===== src/sv/xtea_pkg.sv =====
// ----------------------------------------------------------------------------
// XTEA CBC package
// Shared constants, register map and types for the XTEA CBC cipher block.
// ----------------------------------------------------------------------------
package xtea_pkg;

  // XTEA key schedule constant and the shifts of the mixing function.
  localparam logic [31:0] XTEA_DELTA    = 32'h9E3779B9;
  localparam int unsigned MIX_SHL       = 4;
  localparam int unsigned MIX_SHR       = 5;
  localparam int unsigned KEY_SEL_SHIFT = 11;

  // Configuration register map, one register per 32-bit word address.
  localparam int unsigned REG_IDX_W = 3;
  localparam int unsigned PADDR_W   = REG_IDX_W + 2;

  typedef enum logic [REG_IDX_W-1:0] {
    REG_DECRYPT_MODE,
    REG_ROUND_COUNT,
    REG_KEY_WORD0,
    REG_KEY_WORD1,
    REG_KEY_WORD2,
    REG_KEY_WORD3,
    REG_IV_LOW,
    REG_IV_HIGH
  } reg_idx_t;

  // The 128-bit key, word i is key word i.
  typedef logic [3:0][31:0] key_t;

  // Sequencer states.
  typedef enum logic [1:0] {
    ST_IDLE,
    ST_RUN,
    ST_DONE
  } state_t;

  // Control for one half round of the shared round unit.
  typedef struct packed {
    logic sub;     // Subtract the mixed term (decipher) instead of adding it.
    logic sel_hi;  // Select the key word from sum bits 12:11 instead of 1:0.
  } half_op_t;

endpackage


===== src/sv/xtea_cbc_cipher.sv =====
// ----------------------------------------------------------------------------
// XTEA CBC cipher, top level
// A new block is taken only after the previous result is issued. The single
// half-round unit does one half round per cycle, two per XTEA cycle, under
// the round sequencer. Reset (rst_n low, synchronous): the configuration
// and control registers return to their reset values, the chain value
// clears to zero and both channels go idle.
// ----------------------------------------------------------------------------
module xtea_cbc_cipher import xtea_pkg::*; (
  input  logic               clk,
  input  logic               rst_n,

  // Input block channel.
  input  logic               in_valid,
  output logic               in_stall,
  input  logic [31:0]        in_block_low,
  input  logic [31:0]        in_block_high,
  input  logic               in_first_block,

  // Result block channel.
  output logic               out_valid,
  input  logic               out_stall,
  output logic [31:0]        out_result_low,
  output logic [31:0]        out_result_high,

  // Configuration port.
  input  logic               psel,
  input  logic               penable,
  input  logic               pwrite,
  input  logic [PADDR_W-1:0] paddr,
  input  logic [31:0]        pwdata,
  output logic [31:0]        prdata,
  output logic               pready
);

  // Configuration registers.
  logic        decrypt_mode_r;
  logic [7:0]  round_count_r;
  key_t        key_r;
  logic [31:0] iv_low_r;
  logic [31:0] iv_high_r;

  logic        cfg_wr;
  reg_idx_t    cfg_idx;

  // Sequencer and datapath.
  state_t      state_r, state_nxt;
  logic [7:0]  rounds_left_r, rounds_left_nxt;
  logic        phase_r, phase_nxt;
  logic [31:0] a_r, a_nxt;
  logic [31:0] b_r, b_nxt;
  logic [31:0] acc_r, acc_nxt;
  logic [63:0] xor_r, xor_nxt;
  logic [63:0] chain_r, chain_nxt;
  logic        out_valid_r, out_valid_nxt;
  logic [31:0] out_low_r, out_low_nxt;
  logic [31:0] out_high_r, out_high_nxt;

  logic [63:0] chain_sel;
  logic [39:0] start_prod;
  logic        out_free;
  logic        dst_is_b;
  half_op_t    half_op;
  logic [31:0] half_dst;
  logic [31:0] half_src;
  logic [31:0] half_res;

  // Configuration write and read decode.
  assign pready  = 1'b1;
  assign cfg_wr  = psel & penable & pwrite & pready;
  assign cfg_idx = reg_idx_t'(paddr[PADDR_W-1:2]);

  always_ff @(posedge clk) begin
    if (!rst_n) begin
      decrypt_mode_r <= 1'b0;
      round_count_r  <= 8'd64;
      key_r          <= '0;
      iv_low_r       <= '0;
      iv_high_r      <= '0;
    end else if (cfg_wr) begin
      case (cfg_idx)
        REG_DECRYPT_MODE: decrypt_mode_r <= pwdata[0];
        REG_ROUND_COUNT:  round_count_r  <= pwdata[7:0];
        REG_KEY_WORD0:    key_r[0]       <= pwdata;
        REG_KEY_WORD1:    key_r[1]       <= pwdata;
        REG_KEY_WORD2:    key_r[2]       <= pwdata;
        REG_KEY_WORD3:    key_r[3]       <= pwdata;
        REG_IV_LOW:       iv_low_r       <= pwdata;
        REG_IV_HIGH:      iv_high_r      <= pwdata;
        default: ;
      endcase
    end
  end

  always_comb begin
    case (cfg_idx)
      REG_DECRYPT_MODE: prdata = {31'b0, decrypt_mode_r};
      REG_ROUND_COUNT:  prdata = {24'b0, round_count_r};
      REG_KEY_WORD0:    prdata = key_r[0];
      REG_KEY_WORD1:    prdata = key_r[1];
      REG_KEY_WORD2:    prdata = key_r[2];
      REG_KEY_WORD3:    prdata = key_r[3];
      REG_IV_LOW:       prdata = iv_low_r;
      REG_IV_HIGH:      prdata = iv_high_r;
      default:          prdata = '0;
    endcase
  end

  // Handshake outputs.
  assign in_stall        = (state_r != ST_IDLE);
  assign out_free        = ~out_valid_r | ~out_stall;
  assign out_valid       = out_valid_r;
  assign out_result_low  = out_low_r;
  assign out_result_high = out_high_r;

  // Chain value seen by a new block and the deciphering start sum.
  assign chain_sel  = in_first_block ? {iv_high_r, iv_low_r} : chain_r;
  assign start_prod = XTEA_DELTA * round_count_r;

  // Half round selection: encipher updates a then b, decipher b then a.
  assign dst_is_b = phase_r ^ decrypt_mode_r;
  assign half_op  = '{sub: decrypt_mode_r, sel_hi: dst_is_b};
  assign half_dst = dst_is_b ? b_r : a_r;
  assign half_src = dst_is_b ? a_r : b_r;

  xtea_half u_half (
    .op  (half_op),
    .dst (half_dst),
    .src (half_src),
    .sum (acc_r),
    .key (key_r),
    .res (half_res)
  );

  // Sequencer: next state and datapath updates.
  always_comb begin
    state_nxt       = state_r;
    rounds_left_nxt = rounds_left_r;
    phase_nxt       = phase_r;
    a_nxt           = a_r;
    b_nxt           = b_r;
    acc_nxt         = acc_r;
    xor_nxt         = xor_r;
    chain_nxt       = chain_r;
    out_valid_nxt   = out_valid_r & out_stall;
    out_low_nxt     = out_low_r;
    out_high_nxt    = out_high_r;
    case (state_r)
      ST_IDLE: begin
        if (in_valid) begin
          rounds_left_nxt = round_count_r;
          phase_nxt       = 1'b0;
          if (decrypt_mode_r) begin
            a_nxt     = in_block_low;
            b_nxt     = in_block_high;
            xor_nxt   = chain_sel;
            chain_nxt = {in_block_high, in_block_low};
            acc_nxt   = start_prod[31:0];
          end else begin
            a_nxt     = in_block_low ^ chain_sel[31:0];
            b_nxt     = in_block_high ^ chain_sel[63:32];
            xor_nxt   = '0;
            chain_nxt = chain_sel;
            acc_nxt   = '0;
          end
          state_nxt = (round_count_r == '0) ? ST_DONE : ST_RUN;
        end
      end
      ST_RUN: begin
        if (dst_is_b) begin
          b_nxt = half_res;
        end else begin
          a_nxt = half_res;
        end
        // The sum steps between the two halves of each cycle.
        if (!phase_r) begin
          acc_nxt = decrypt_mode_r ? (acc_r - XTEA_DELTA) : (acc_r + XTEA_DELTA);
        end else begin
          rounds_left_nxt = rounds_left_r - 8'd1;
          if (rounds_left_r == 8'd1) begin
            state_nxt = ST_DONE;
          end
        end
        phase_nxt = ~phase_r;
      end
      ST_DONE: begin
        if (out_free) begin
          out_valid_nxt = 1'b1;
          out_low_nxt   = a_r ^ xor_r[31:0];
          out_high_nxt  = b_r ^ xor_r[63:32];
          if (!decrypt_mode_r) begin
            chain_nxt = {b_r, a_r};
          end
          state_nxt = ST_IDLE;
        end
      end
      default: begin
        state_nxt = ST_IDLE;
      end
    endcase
  end

  // Control registers.
  always_ff @(posedge clk) begin
    if (!rst_n) begin
      state_r       <= ST_IDLE;
      rounds_left_r <= '0;
      phase_r       <= 1'b0;
      chain_r       <= '0;
      out_valid_r   <= 1'b0;
    end else begin
      state_r       <= state_nxt;
      rounds_left_r <= rounds_left_nxt;
      phase_r       <= phase_nxt;
      chain_r       <= chain_nxt;
      out_valid_r   <= out_valid_nxt;
    end
  end

  // Payload registers.
  always_ff @(posedge clk) begin
    a_r        <= a_nxt;
    b_r        <= b_nxt;
    acc_r      <= acc_nxt;
    xor_r      <= xor_nxt;
    out_low_r  <= out_low_nxt;
    out_high_r <= out_high_nxt;
  end

  // A result appears only out of the finishing state.
  assert property (@(posedge clk) disable iff (!rst_n)
    $rose(out_valid_r) |-> $past(state_r == ST_DONE))
    else $error("result issued outside the finishing state");

  // The round counter never sits at zero while rounds are running.
  assert property (@(posedge clk) disable iff (!rst_n)
    (state_r == ST_RUN) |-> (rounds_left_r != '0))
    else $error("round sequencer running with no rounds left");

  // The chain changes only on an input transaction or when a block finishes.
  assert property (@(posedge clk) disable iff (!rst_n)
    (!(in_valid && !in_stall) && (state_r != ST_DONE)) |=> $stable(chain_r))
    else $error("chain value changed outside a block boundary");

  // An accepted block keeps the input channel stalled on the next cycle.
  assert property (@(posedge clk) disable iff (!rst_n)
    (in_valid && !in_stall) |=> in_stall)
    else $error("input accepted while a block was still in progress");

endmodule


===== src/sv/xtea_half.sv =====
// ----------------------------------------------------------------------------
// XTEA half round unit
// Computes one Feistel half round: dst +/- (mix(src) ^ (sum + key[sel])).
// ----------------------------------------------------------------------------
module xtea_half import xtea_pkg::*; (
  input  half_op_t    op,
  input  logic [31:0] dst,
  input  logic [31:0] src,
  input  logic [31:0] sum,
  input  key_t        key,
  output logic [31:0] res
);

  logic [31:0] mix;
  logic [1:0]  key_idx;
  logic [31:0] key_word;
  logic [31:0] mixed;

  // Shift and xor mixing of the source word.
  assign mix = ((src << MIX_SHL) ^ (src >> MIX_SHR)) + src;

  // Key word selection from the running sum.
  assign key_idx  = op.sel_hi ? sum[KEY_SEL_SHIFT+1:KEY_SEL_SHIFT] : sum[1:0];
  assign key_word = key[key_idx];

  // Combine with the keyed sum and update the destination word.
  assign mixed = mix ^ (sum + key_word);
  assign res   = op.sub ? (dst - mixed) : (dst + mixed);

endmodule


===== config.mk =====
export PLATFORM = sky130hd
export DESIGN_NAME = xtea_cbc_cipher
export DESIGN_NICKNAME = d
export VERILOG_FILES = /design/src/sv/xtea_pkg.sv /design/src/sv/xtea_cbc_cipher.sv /design/src/sv/xtea_half.sv
export SDC_FILE = /design/constraint.sdc
export NUM_CORES = 2
export LEC_CHECK = 0
export BUFFER_PORTS_ARGS = -buffer_cell sky130_fd_sc_hd__buf_2
export CORE_ASPECT_RATIO = 1.75
export CORE_MARGIN = 5
export CORE_UTILIZATION = 30
export CTS_CLUSTER_SIZE = 24
export DETAILED_ROUTE_END_ITERATION = 10
export SETUP_SLACK_MARGIN = 0.3
export SLEW_MARGIN = 15
export SYNTH_ARGS = -nofsm -noshare
export SYNTH_HDL_FRONTEND = slang
export SYNTH_HIERARCHICAL = 1
export SYNTH_SLANG_ARGS = --single-unit

===== constraint.sdc =====
create_clock -name clk -period 8.8 [get_ports clk]
set_input_delay 0.88 -clock clk [delete_from_list [all_inputs] [get_ports clk]]
set_output_delay 0.88 -clock clk [all_outputs]
set_load 0.1 [all_outputs]

Yosys cells after proc, flatten, opt, wreduce, memory -nomap -nowiden
Index checks and enable logic that the tools add are counted.
{"block": "totals", "regBits": 501, "latchBits": 0, "ramBits": 0, "mem_bits_ro": 0, "in_bits": 109, "output_inout_bits": 99, "elab_cells": 122, "mem_count": 0}
{"block": "classes", "n_addsub": 7, "mul": 1, "n_div": 0, "magnitude_cmp": 1, "n_eq_ne": 18, "n_shift": 0, "mux": 39, "bitwise_logic": 14, "n_reduce_logical": 23}
{"op": "$mux 32", "count": 14}
{"op": "$mux 64", "count": 5}
{"op": "$pmux 32 s8", "count": 1}
{"op": "$pmux 32 s2", "count": 3}
{"op": "$xor 32x32->32", "count": 5}
{"op": "$pmux 64 s2", "count": 1}
{"op": "$add 32x32->32", "count": 3}
{"op": "$bmux 32 s2", "count": 1}
{"op": "$add 32x32->32 const B", "count": 1}
{"op": "$mul 32x8->32 const A", "count": 1}
{"op": "$sub 32x32->32", "count": 1}
{"op": "$sub 32x32->32 const B", "count": 1}
{"op": "$xor 32x27->32", "count": 1}
{"op": "$reduce_and 2->1", "count": 11}
{"op": "$mux 8", "count": 2}
{"op": "$ne 2x2->1 const B", "count": 8}
{"op": "$pmux 8 s2", "count": 1}
{"op": "$eq 3x3->1 const B", "count": 4}
{"op": "$mux 2", "count": 6}
{"op": "$reduce_and 3->1", "count": 4}
{"op": "$eq 8x1->1 const B", "count": 1}
{"op": "$logic_not 8->1", "count": 1}
{"op": "$reduce_and 4->1", "count": 2}
{"op": "$sub 8x1->8 const B", "count": 1}
{"op": "15 further kinds", "count": 24}

Logic depth before layout (Yosys ltp)
{"block": "depth", "depth_word": 10, "ltp_mapped": 33, "depth_no_buf": 29}

Hierarchy
Netlist, hierarchy kept.
{"mod": "xtea_cbc_cipher", "instances": 1, "cells_per_inst": 2996, "area_per_inst_um2": 28199.5, "seq_area_each_um2": 12271.8}
{"mod": "xtea_half", "instances": 1, "cells_per_inst": 845, "area_per_inst_um2": 6737.7, "seq_area_each_um2": 0.0}

Worst setup path after synthesis
Ideal clock, no wire load.
{"block": "synth_path", "path_type": "register to register", "from": "register decrypt_mode_r", "to": "register a_r[31] (data pin)", "setup_ps": 269, "arrival_ps": 8049, "required_time_ps": 8531, "setup_slack_ps": 482, "path_stages_with_launch": 31, "n_path_buf": 4, "period_less_slack_ps": 8318, "cell_sequence": "dfxtp_1 clkbuf_1 xor2_1 clkbuf_1 clkbuf_1 mux2i_1 clkbuf_1 mux4_2 ha_1 inv_1 fa_1 nor2b_1 o21a_1 nor2_1 xnor3_1 nor4_1 and4_1 and2_1 and4_1 a21oi_1 xnor2_1 ha_1 nand3_1 o31ai_1 a211oi_1 nor3_1 o22a_1 xnor3_1 xnor2_1 nor2_1 a21oi_1"}
{"block": "synth_via", "elab_chain_cells": 10, "elab_cells_between_ends": 17, "cone_classes": "4 x add/sub; 10 x mux; 3 x bitwise"}
{"item": "start: declaration", "line": "xtea_cbc_cipher.sv:37", "rtl": "logic decrypt_mode_r;"}
{"item": "start signal: assignment", "line": "xtea_cbc_cipher.sv:82", "rtl": "REG_DECRYPT_MODE: decrypt_mode_r <= pwdata[0];"}
{"item": "$xor 1x1->1 *", "line": "xtea_cbc_cipher.sv:121", "rtl": "assign dst_is_b = phase_r ^ decrypt_mode_r;"}
{"item": "named net dst_is_b", "line": "xtea_cbc_cipher.sv:62", "rtl": "logic dst_is_b;"}
{"item": "$mux 2", "line": "xtea_half.sv:23", "rtl": "assign key_idx = op.sel_hi ? sum[KEY_SEL_SHIFT+1:KEY_SEL_SHIFT] : sum[1:0];"}
{"item": "$bmux 32 s2", "line": "xtea_half.sv:24", "rtl": "assign key_word = key[key_idx];"}
{"item": "$mux 32 (not written as such)", "line": "xtea_half.sv:24"}
{"item": "$add 32x32->32", "line": "xtea_half.sv:27", "rtl": "assign mixed = mix ^ (sum + key_word);"}
{"item": "$xor 32x32->32", "line": "xtea_half.sv:27"}
{"item": "$add 32x32->32 / $sub 32x32->32 (equally long branches)", "line": "xtea_half.sv:28", "rtl": "assign res = op.sub ? (dst - mixed) : (dst + mixed);"}
{"item": "$mux 32 *", "line": "xtea_half.sv:28"}
{"item": "named net half_res[31]", "line": "xtea_cbc_cipher.sv:66", "rtl": "logic [31:0] half_res;"}
{"item": "$mux 32 *", "line": "xtea_cbc_cipher.sv:170", "rtl": "if (dst_is_b) begin"}
{"item": "$pmux 32 s2 *", "line": "xtea_cbc_cipher.sv:148", "rtl": "case (state_r)"}
{"item": "named net a_nxt[31]", "line": "xtea_cbc_cipher.sv:50", "rtl": "logic [31:0] a_r, a_nxt;"}
{"item": "end signal: assignment", "line": "xtea_cbc_cipher.sv:222", "rtl": "a_r <= a_nxt;"}
{"item": "end: declaration", "line": "xtea_cbc_cipher.sv:50"}
Mark *: on every way through the listed nets, which the timed path passes. The rest lies on a longest branch. The select of a mux whose other input is x is not followed.
A chain may end at the register's enable or synchronous reset.

Worst setup path in the final report
{"block": "layout_path", "from": "register phase_r", "to": "register a_r[31] (data pin)"}
{"block": "layout_via", "elab_cells_between_ends": 15, "cone_classes": "4 x add/sub; 8 x mux; 3 x bitwise"}
{"item": "start: declaration", "line": "xtea_cbc_cipher.sv:49", "rtl": "logic phase_r, phase_nxt;"}
{"item": "start signal: assignment", "line": "xtea_cbc_cipher.sv:214", "rtl": "phase_r <= phase_nxt;"}
{"item": "$xor 1x1->1 *", "line": "xtea_cbc_cipher.sv:121"}
{"item": "$mux 32 *", "line": "xtea_cbc_cipher.sv:124", "rtl": "assign half_src = dst_is_b ? a_r : b_r;"}
{"item": "named net half_src[20]", "line": "xtea_cbc_cipher.sv:65", "rtl": "logic [31:0] half_src;"}
{"item": "$xor 32x27->32", "line": "xtea_half.sv:20", "rtl": "assign mix = ((src << MIX_SHL) ^ (src >> MIX_SHR)) + src;"}
{"item": "$add 32x32->32 *", "line": "xtea_half.sv:20"}
{"item": "$xor 32x32->32 *", "line": "xtea_half.sv:27"}
{"item": "$add 32x32->32 / $sub 32x32->32 (equally long branches)", "line": "xtea_half.sv:28"}
{"item": "$mux 32 *", "line": "xtea_half.sv:28"}
{"item": "named net half_res[31]", "line": "xtea_cbc_cipher.sv:66"}
{"item": "$mux 32 *", "line": "xtea_cbc_cipher.sv:170"}
{"item": "$pmux 32 s2 *", "line": "xtea_cbc_cipher.sv:148"}
{"item": "named net a_nxt[31]", "line": "xtea_cbc_cipher.sv:50"}
Marks and branches as above.

==> flow_summary.yaml <==
job:
  maxCapViolations: 0
grt:
  grt_max_degree: 184
  gr-usage-met3_pct: 3.04
  grt.busiest_layer: "met2"
  antenna_found_initial: 29
  grt_usage_pct: 18.0
  grt_first_pass_wirelength_um: 173000
  first_global_vias: 29015
  grt_use_met2_pct: 32.7
  grt_use_met1_pct: 20.4
  grt_overflow: 0
sta:
  relSlewSlack_pct: 22.4
  fin_tns_setup_ns: 0
  hold_slack_ns: 0.482
  finalSetupViolCount: 0
  period_share_pct: 90.8
  rsz0062_at_grt: "false"
  skew_ns: 0.0245
  finalHoldViolCount: 0
  setup_slack_ns: 0.810
  drv_slew: 0
  worst_pin_slew_ns: 1.16
  post-route-min-period_ns: 7.99
  clock.fmax_mhz: 125
layout:
  nets: 4279
  final_common_cell: "nand2_1"
  multiInputGateArea_mm2: 0.0214
  regArea_mm2: 0.0123
  final_cell_mix: "nand2_1, a21oi_1, nor2_1, dfxtp_1, edfxtp_1"
  fillers: 11939
  drive_gt1_share_pct: 12.8
  areaGrowthSynthToFinish_pct: 12.1
place:
  port_buffers: 204
  place_congestion: 0.927
  dp_slack_ns: 0.524
  dp_hpwl_um: 86600
hold_path:
  min_path_type: "reg2reg"
floorplan:
  rows: 165
  fp.coreArea_mm2: 0.116
  dieArea_mm2: 0.124
  chipWidth_um: 268
  initial_utilization_pct: 30.2
  io_pins: 208
  die_height_um: 461
yosys:
  synth_top_area_cell: "edfxtp_1"
  synth-edff-count: 224
  yosysSeqAreaShare_pct: 35.1
  synth_cells: 3841
  synth.cell_area_mm2: 0.0349
  ys_seq_elements: 501
  yosys-top-cells-area: "edfxtp_1, dfxtp_1, ha_1, nand2_1, a21oi_1"
  synth_ff_type: "dfxtp_1"
  async_reset_ff_share_pct: 0
  synth_nets: 4211
  yosys_warnings: 6
  synth_top_area_share_pct: 19.3
  syn_area_per_cell_um2: 9.10
  synth_cell_type_count: 108
clocking:
  cts_resized: 0
  numCtsBuffers: 46
  clockBufferDepth: 3
  cts_setup_buffers: 0
  clock_latency_ns: 0.62
  cts_sinks: 501
  cts_max_level: 2
  ctsHoldBuffers: 0
  cts-root-buf: "clkbuf_16"
  cts_tree: "built"
  clk_pin_slew_ns: 0.07
power:
  p_clk_share_pct: 13.6
  power.leakage_nw: 14.7
  cellPowerDensity_mw_per_mm2: 428
  p_sw_share_pct: 46.8
  p_int_w: 0.00893
  worst_ir_drop_vdd_mv: 0.369
  p_total_w: 0.0168
  power_frac_comb_pct: 67.3
  power.switching_w: 0.00784
  power_frac_seq_pct: 19.1
run_status:
  status: "completed"
setup_path:
  worst_ep_required_time_ns: 9.14
  end_kind: "flop"
  startpoint_type: "flop"
  critPathMaxFanout: 66
  arrival_ns: 8.33
  critPathKind: "reg2reg"
detailed_routing:
  wl_per_cell_um: 21.1
  viasPerCell: 5.27
  firstDrtPassIters: 7
  finalWirelength_um: 115000
  vias: 28831
  antenna_left: 0
  drc: 0
  drt_iter0_drc: 1662
cells in the mapped netlist, drive strengths merged, types with 20 or more instances:
| cell type | n |
|---|---|
| nand2 | 499 |
| a21oi | 346 |
| nor2 | 316 |
| dfxtp | 277 |
| edfxtp | 224 |
| a21boi | 198 |
| ha | 197 |
| xnor2 | 187 |
| clkbuf | 176 |
| inv | 154 |
| xor2 | 148 |
| o21ai | 100 |
| nor2b | 92 |
| a211oi | 84 |
| a22oi | 83 |
| mux2i | 77 |
| mux2 | 69 |
| nand3 | 68 |
| fa | 64 |
| a21o | 51 |
| buf | 43 |
| mux4 | 32 |
| and3 | 26 |
| nor3 | 25 |
| a31oi | 22 |
| and2 | 20 |
cells by family (layout without fill, tap and decap cells):
logic type	after synthesis	count (layout)	share of synthesized area, %
xor+xnor	338	338	8.63
fa+ha+maj	261	261	10.7
buf+inv	374	479	4.15
mux	178	178	6.50
other cells	1	20	0.0107
compound gates	1054	1054	20.4
simple gates	1134	1134	14.5
flops	501	501	35.1
per-layer routing:
metal / up-vias / part of all wire (%) / routed length [um]
met3: 297 / 5.9 / 6770
met4: 22 / 4.8 / 5550
met2: 822 / 51 / 58500
li1: 13812 / - / -
met1: 13878 / 38 / 44300
met5: - / 0.12 / 141
power by group through the flow:
stage	logic (W)	clock network, W	registers [W]
2_1_floorplan	0.00868	0	0.00314
3_3_place_gp	0.0110	0	0.00324
3_5_place_dp	0.0111	0	0.00325
4_1_cts	0.0111	0.00234	0.00320
5_1_grt	0.0123	0.00241	0.00322
6_report	0.0113	0.00229	0.00320
critical path, cell delays in order, from the launching register on:
cell and delay, ns:
dfxtp_1 0.49, xor2_4 0.31, buf_12 0.35, mux2_2 0.47
xor2_1 0.18, ha_1 0.46, nand4_1 0.20, or3_4 0.45
a2111oi_4 0.49, o21ai_2 0.17, mux2_4 0.32, or3_4 0.39
xnor2_2 0.18, or4b_4 0.59, nor4b_2 0.29, nor2_1 0.10
xnor2_1 0.33, ha_1 0.38, nand3_1 0.12, o22ai_1 0.11
or3_1 0.33, o22a_1 0.17, xnor3_1 0.38, xnor2_1 0.14
nor2_1 0.16, a21oi_1 0.06
state kept, by name (all words and copies together), names as in the netlist, 32 cells and up:
register and cells:
iv_low_r 32, chain_r 64, xor_r 64, key_r 128, acc_r 32, out_result_low 32
a_r 32, iv_high_r 32, out_result_high 32, b_r 32
metrics by stage:
| step | utilization [%] | std cells | cell area (um2) |
|---|---|---|---|
| 6_report | 33.9 | 5468 | 39200 |
| 5_1_grt | 33.8 | 5451 | 39100 |
| 4_1_cts | 33.8 | 5449 | 39100 |
| 3_5_place_dp | 32.4 | 5364 | 37400 |
| 3_3_place_gp | 32.4 | 5364 | 37400 |
| 2_1_floorplan | - | 3841 | 34900 |
final timing paths:
path | startpoint | endpoint | slack, ns | cells past startpoint
worst max-delay path | phase_r | a_r[31] | 0.81 | 25
worst min-delay path | key_r[52] | key_r[52] | 0.48 | 2
worst max register to register | phase_r | a_r[31] | 0.81 | 25
worst min register to register | key_r[52] | key_r[52] | 0.48 | 2
final cells by class:
type                            count  area share, %
Multi-Input combinational cell   2966           54.6
Sequential cell                   501           31.4
Tap cell                         1503           4.80
Clock buffer                       65           3.54
Timing Repair Buffer              239           3.37
Inverter                          155           1.49
Clock inverter                     20          0.754
Antenna cell                       19          0.121
(Power assumes the default switching activity.)
